File: config.mk
export PLATFORM = sky130hd
export DESIGN_NAME = bsc_queue
export DESIGN_NICKNAME = d
export VERILOG_FILES = /design/src/bsc_pkg.sv /design/src/bsc_queue.sv
export SDC_FILE = /design/constraint.sdc
export NUM_CORES = 1
export LEC_CHECK = 0
export ABC_CLOCK_PERIOD_IN_PS = 11300
export BUFFER_PORTS_ARGS = -buffer_cell sky130_fd_sc_hd__buf_2
export CAP_MARGIN = 10
export CORE_ASPECT_RATIO = 0.75
export CORE_MARGIN = 3
export CORE_UTILIZATION = 45
export CTS_BUF_LIST = sky130_fd_sc_hd__clkbuf_8
export DETAILED_ROUTE_END_ITERATION = 8
export PLACE_DENSITY = 0.7
export RECOVER_POWER = 50
export SLEW_MARGIN = 20
export SYNTH_ARGS = -nofsm -noshare
export SYNTH_HDL_FRONTEND = slang
export SYNTH_SLANG_ARGS = --single-unit
File: constraint.sdc
create_clock -name clk -period 11.3 [get_ports clk]
set_input_delay 1.695 -clock clk [delete_from_list [all_inputs] [get_ports clk]]
set_output_delay 1.695 -clock clk [all_outputs]
set_load 0.01 [all_outputs]
File: src/bsc_pkg.sv
// bsc_pkg: shared types, constants and CORDIC arctangent table for the
// bearing steering command block. No dependencies.
`timescale 1ns / 1ps
package bsc_pkg;

    localparam int TABLE_LEN = 24;
    localparam int XW = 60;  // vectoring datapath width (Q.24 scaled 33 bit diffs + growth)
    localparam int ZW = 28;  // angle width, Q.24 radians
    localparam int RW = 34;  // rotation datapath width, Q.30
    localparam logic signed [ZW-1:0] HALF_PI_Q24  = 28'sd26353589;
    localparam logic signed [RW-1:0] INV_GAIN_Q30 = 34'sd652032874;
    localparam logic signed [15:0]   PI_Q13       = 16'sd25736;

    typedef enum logic [1:0] {
        CMD_FORWARD = 2'd0,
        CMD_LEFT    = 2'd1,
        CMD_RIGHT   = 2'd2
    } cmd_t;

    // Item handed from the front (bearing) to the back (motion) part.
    typedef struct packed {
        logic signed [31:0] robot_x;
        logic signed [31:0] robot_y;
        logic signed [15:0] robot_heading;
        logic signed [15:0] bearing;
    } bsc_item_t;

    function automatic logic signed [ZW-1:0] atan_q24(input logic [4:0] i);
        logic signed [ZW-1:0] v;
        case (i)
            5'd0:  v = 28'sd13176795;
            5'd1:  v = 28'sd7778716;
            5'd2:  v = 28'sd4110060;
            5'd3:  v = 28'sd2086331;
            5'd4:  v = 28'sd1047214;
            5'd5:  v = 28'sd524117;
            5'd6:  v = 28'sd262123;
            5'd7:  v = 28'sd131069;
            5'd8:  v = 28'sd65536;
            5'd9:  v = 28'sd32768;
            5'd10: v = 28'sd16384;
            5'd11: v = 28'sd8192;
            5'd12: v = 28'sd4096;
            5'd13: v = 28'sd2048;
            5'd14: v = 28'sd1024;
            5'd15: v = 28'sd512;
            5'd16: v = 28'sd256;
            5'd17: v = 28'sd128;
            5'd18: v = 28'sd64;
            5'd19: v = 28'sd32;
            5'd20: v = 28'sd16;
            5'd21: v = 28'sd8;
            5'd22: v = 28'sd4;
            5'd23: v = 28'sd2;
            default: v = '0;
        endcase
        return v;
    endfunction

endpackage

File: src/bsc_queue.sv
// bsc_queue: two-entry FIFO between bearing front and motion back.
// Depends on bsc_pkg.
`timescale 1ns / 1ps
module bsc_queue (
    input  logic               clk,
    input  logic               rst_n,
    input  logic               wr_en,
    input  bsc_pkg::bsc_item_t wr_item,
    output logic               rd_valid,
    output bsc_pkg::bsc_item_t rd_item
);
    import bsc_pkg::*;

    // back never stalls: read when not empty
    bsc_item_t   mem_reg [2];
    logic        wp_reg, rp_reg;
    logic [1:0]  cnt_reg, cnt_next;
    logic        rd_en;

    assign rd_en    = cnt_reg != 2'd0;
    assign rd_valid = rd_en;
    assign rd_item  = mem_reg[rp_reg];

    always_comb
    begin
        cnt_next = cnt_reg + 2'(wr_en) - 2'(rd_en);
    end

    always_ff @(posedge clk or negedge rst_n)
    begin
        if (!rst_n)
        begin
            wp_reg  <= 1'b0;
            rp_reg  <= 1'b0;
            cnt_reg <= 2'd0;
        end
        else
        begin
            cnt_reg <= cnt_next;
            if (wr_en) wp_reg <= ~wp_reg;
            if (rd_en) rp_reg <= ~rp_reg;
        end
    end

    always_ff @(posedge clk)
    begin
        if (wr_en) mem_reg[wp_reg] <= wr_item;
    end
endmodule

== Yosys cells after proc, flatten, opt, wreduce, memory -nomap -nowiden ==
Memories as Yosys holds them, arrays and structs flattened.
Cells that the tools add are included.

* Bits in registers: 4
* Bits in writable memories: 192
* Input port bits: 99
* Output and inout bits: 97
* Logic and storage cells: 11
* Memories kept: 1

* Add/subtract/negate cells: 2
* Multiplexer cells: 2
* Bitwise logic cells: 2
* Reductions and logical operators: 1

{| class="wikitable"
|+ Memory list
! memory !! words !! width !! read ports !! clocked after Yosys merged registers in !! write ports !! line !! text
|-
| mem_reg || 2 || 96 || 1 || 0 || 1 || bsc_queue.sv:15 || <nowiki>bsc_item_t mem_reg [2];</nowiki>
|}

{| class="wikitable"
|+ Operator list
! operator !! number
|-
| 2-bit by 1-bit adder with 2-bit output || 1
|-
| 1-bit 2-to-1 mux || 2
|-
| 1-bit NOT || 2
|-
| 2-bit nonzero test || 1
|-
| 2-bit by 1-bit subtractor with 2-bit output || 1
|}

== Logic depth before layout (Yosys ltp) ==
* Word-level depth: 2
* Depth in mapped cells: 4
* Gate-level depth less buffers: 3

== Worst setup path before layout ==
Ideal clock, no wire load.

* Path type: input port to flip-flop
* From: in wr_en
* To: mem mem_reg[0][0] (netlist bit), enable pin
* Setup time: 563 ps
* Data arrival time: 5876 ps
* Required time: 10737 ps
* Setup slack: 4861 ps
* Stages: 1
* Path buffers: 0
* Path through: nor2b_1

* Word-level cells in the longest chain between the ends: 2

{| class="wikitable"
|+ Ends and longest elaborated chain
! item !! line !! text
|-
| start, declared || bsc_queue.sv:7 || <nowiki>input logic wr_en,</nowiki>
|-
| 1-bit 2-to-1 mux || bsc_queue.sv:47 || <nowiki>if (wr_en) mem_reg[wp_reg] <= wr_item;</nowiki>
|-
| 1-bit 2-to-1 mux (not written as such) || bsc_queue.sv:47 ||
|-
| end, declared || bsc_queue.sv:15 ||
|}

Every way passes these cells.

==> flow_summary.toml <==
[worst_setup_path]
cp-start-kind = "flip-flop"
required_ns = 9.61
reg2reg_depth = 2
critPathKind = "reg -> out"
r2r-start = "wp_reg"
endpoint_kind = "primary output"
worstPathArrival_ns = 3.69
worstPathMaxFanout = 54
r2r_end = "mem_reg[1][70]"
r2r_slack_ns = 7.98

[route]
avgViaCountPerCell = 4.877
wirelength_um = 12840
via_count = 3594
ant_nets = 0
drt-initial-drc-count = 205
drc = 0
wl_per_cell_um = 17.42
drtPass1Iterations = 4

[finish]
drive_gt1_share_pct = 48.87
mostFrequentLayoutCells = "edfxtp_1 (192), buf_2 (131), mux2_2 (66)"
final_common_cell = "edfxtp_1"
nNetsFinal = 619
largest_reg_flops = 192
syn2layout_area_growth_pct = 20.24
diodes = 0
fin_util_pct = 56.07

[clocking]
clock_path_buffers = 2
cts_max_level = 4
ctsHoldBuffers = 0
cts-buffers-inserted = 17
clkLatencyLatePin_ns = 0.45
path_clk_slew_ns = 0.08
root_buffer = "clkbuf_8"
cts_setup_buffers = 0
cts_tree = "yes"
cts_num_sinks = 196
ctsResizeCount = 0

[power_and_ir_drop]
p_leak_nw = 3.189
p_int_w = 0.001462
p_clk_share_pct = 20.6
p_sw_share_pct = 28.80
p_seq_share_pct = 50.3
power_density_nw_per_um2 = 236.8
ir_drop_mv = 0.1472
p_sw_w = 0.0005915
combPwrFrac_pct = 29.1

[timing]
drv_slew = 187
setup-violations-final = 0
rsz0062_at_grt = "no"
fin_skew_ns = 0.009319
fin_setup_tns_ns = 0
finalHoldViolCount = 0
min_period_ns = 5.386
fin_crit_sh_pct = 47.66
tightest_slew_ns = 2.723
fmax_mhz = 185.7
slew_headroom_pct = -81.54

[worst_hold_path]
holdCritPathClass = "reg -> reg"
worstHoldStart = "wp_reg"
hold_depth = 1
min_delay_worst_endpoint = "wp_reg"

[global_routing]
grt_pass1_wl_um = 19770
grt_max_degree = 65
grt_overflow = 0
grt_pass1_vias = 3804
antenna_found_initial = 1
grt_usage_pct = 14.70

[floorplan]
initial_utilization_pct = 46.63
dieArea_um2 = 17600
die_x_um = 152.2
ios = 196
die_h_um = 115.6
core-area_um2 = 15470
num_rows = 39

[yosys]
ys_seq_area_share_pct = 81.32
avgSynthCellArea_um2 = 23.12
syn_inst = 312
yosysWarningCount = 0
netlist_area_um2 = 7213
synth_seq_cells = 196
synth_nets = 412
synth_cell_type_count = 13

[outcome]
violations = "max-capacitance violations, max-slew violations"
status = "finished with violations"

[placed_design]
gp_congestion = 0.7229
port_buffers = 195
hpwl_um = 8719

[job]
drv_cap = 4
==> cells by family after synthesis <==
kind of cell / count (synthesis) / synth area share (%)
buf+inv: 11 / 1.197
flops: 196 / 81.32
simple gates: 5 / 0.3990
xor+xnor: 3 / 0.3643
mux: 96 / 16.55
fa+ha+maj: 1 / 0.1734
==> per-layer routing <==
| metal | track usage, % | routed length [µm] | up-vias |
|---|---|---|---|
| met2 | 22.69 | 5916 | 157 |
| met1 | 18.90 | 5628 | 1773 |
| met3 | 6.122 | 1123 | 13 |
| li1 | - | - | 1649 |
| met5 | 0 | 13 | - |
| met4 | 5.569 | 160 | 2 |
==> power groups by stage <==
stage	registers [W]	logic, W	clock network, W
floorplan	0.00101	0.000436	0
global placement	0.00104	0.000601	0
detailed placement	0.00105	0.000606	0
CTS	0.00103	0.000608	0.000440
global route	0.00105	0.000641	0.000473
finish	0.00103	0.000598	0.000423
==> synth_stat cells <==
cell / n / area share, %
mux2_2: 66 / 10
ha_1: 1 / 0.17
edfxtp_1: 192 / 80
or2_2: 1 / 0.087
buf_6: 5 / 0.78
xnor2_1: 1 / 0.12
xor2_1: 2 / 0.24
buf_2: 6 / 0.42
nand2_1: 1 / 0.052
nor2b_1: 2 / 0.17
mux2_4: 30 / 6.2
dfrtp_1: 4 / 1.4
and2_1: 1 / 0.087
==> through the flow <==
stage,instances,area [µm²],hold WS (ns),setup slack (ns),total power [W]
global placement,705,8403,0.5295,7.414,0.001642
detailed placement,705,8403,0.5355,7.396,0.001654
floorplan,312,7213,0.4555,4.861,0.001450
global route,737,8673,0.5202,5.584,0.002165
finish,737,8673,0.5002,5.914,0.002054
CTS,737,8775,0.5551,6.882,0.002079
==> worst max-delay path by stage <==
| stage | startpoint | endpoint | depth (start not counted) |
|---|---|---|---|
| after floorplan | wr_en | mem_reg[0][0] | 1 |
| after global placement | rp_reg | rd_item[2] | 3 |
| after detailed placement | rp_reg | rd_item[2] | 3 |
| after CTS | rp_reg | rd_item[2] | 3 |
| after global routing | rp_reg | rd_item[2] | 3 |
| final | rp_reg | rd_item[2] | 3 |
==> worst max-delay path, cell delays in order (launching register included) <==
cell and delay, ns:
dfrtp_1 1.83, buf_4 0.80, mux2_2 0.42, buf_2 0.14
==> final cells by class <==
type	count	area, µm²
well taps	205	256.5
repair buffers	199	918.4
clock inverters	15	137.6
flip-flops and latches	196	5866
fillers	1232	6795
clock buffers	17	234.0
multi-input cells	105	1261
Note: power is estimated with default switching activity, not from simulation.
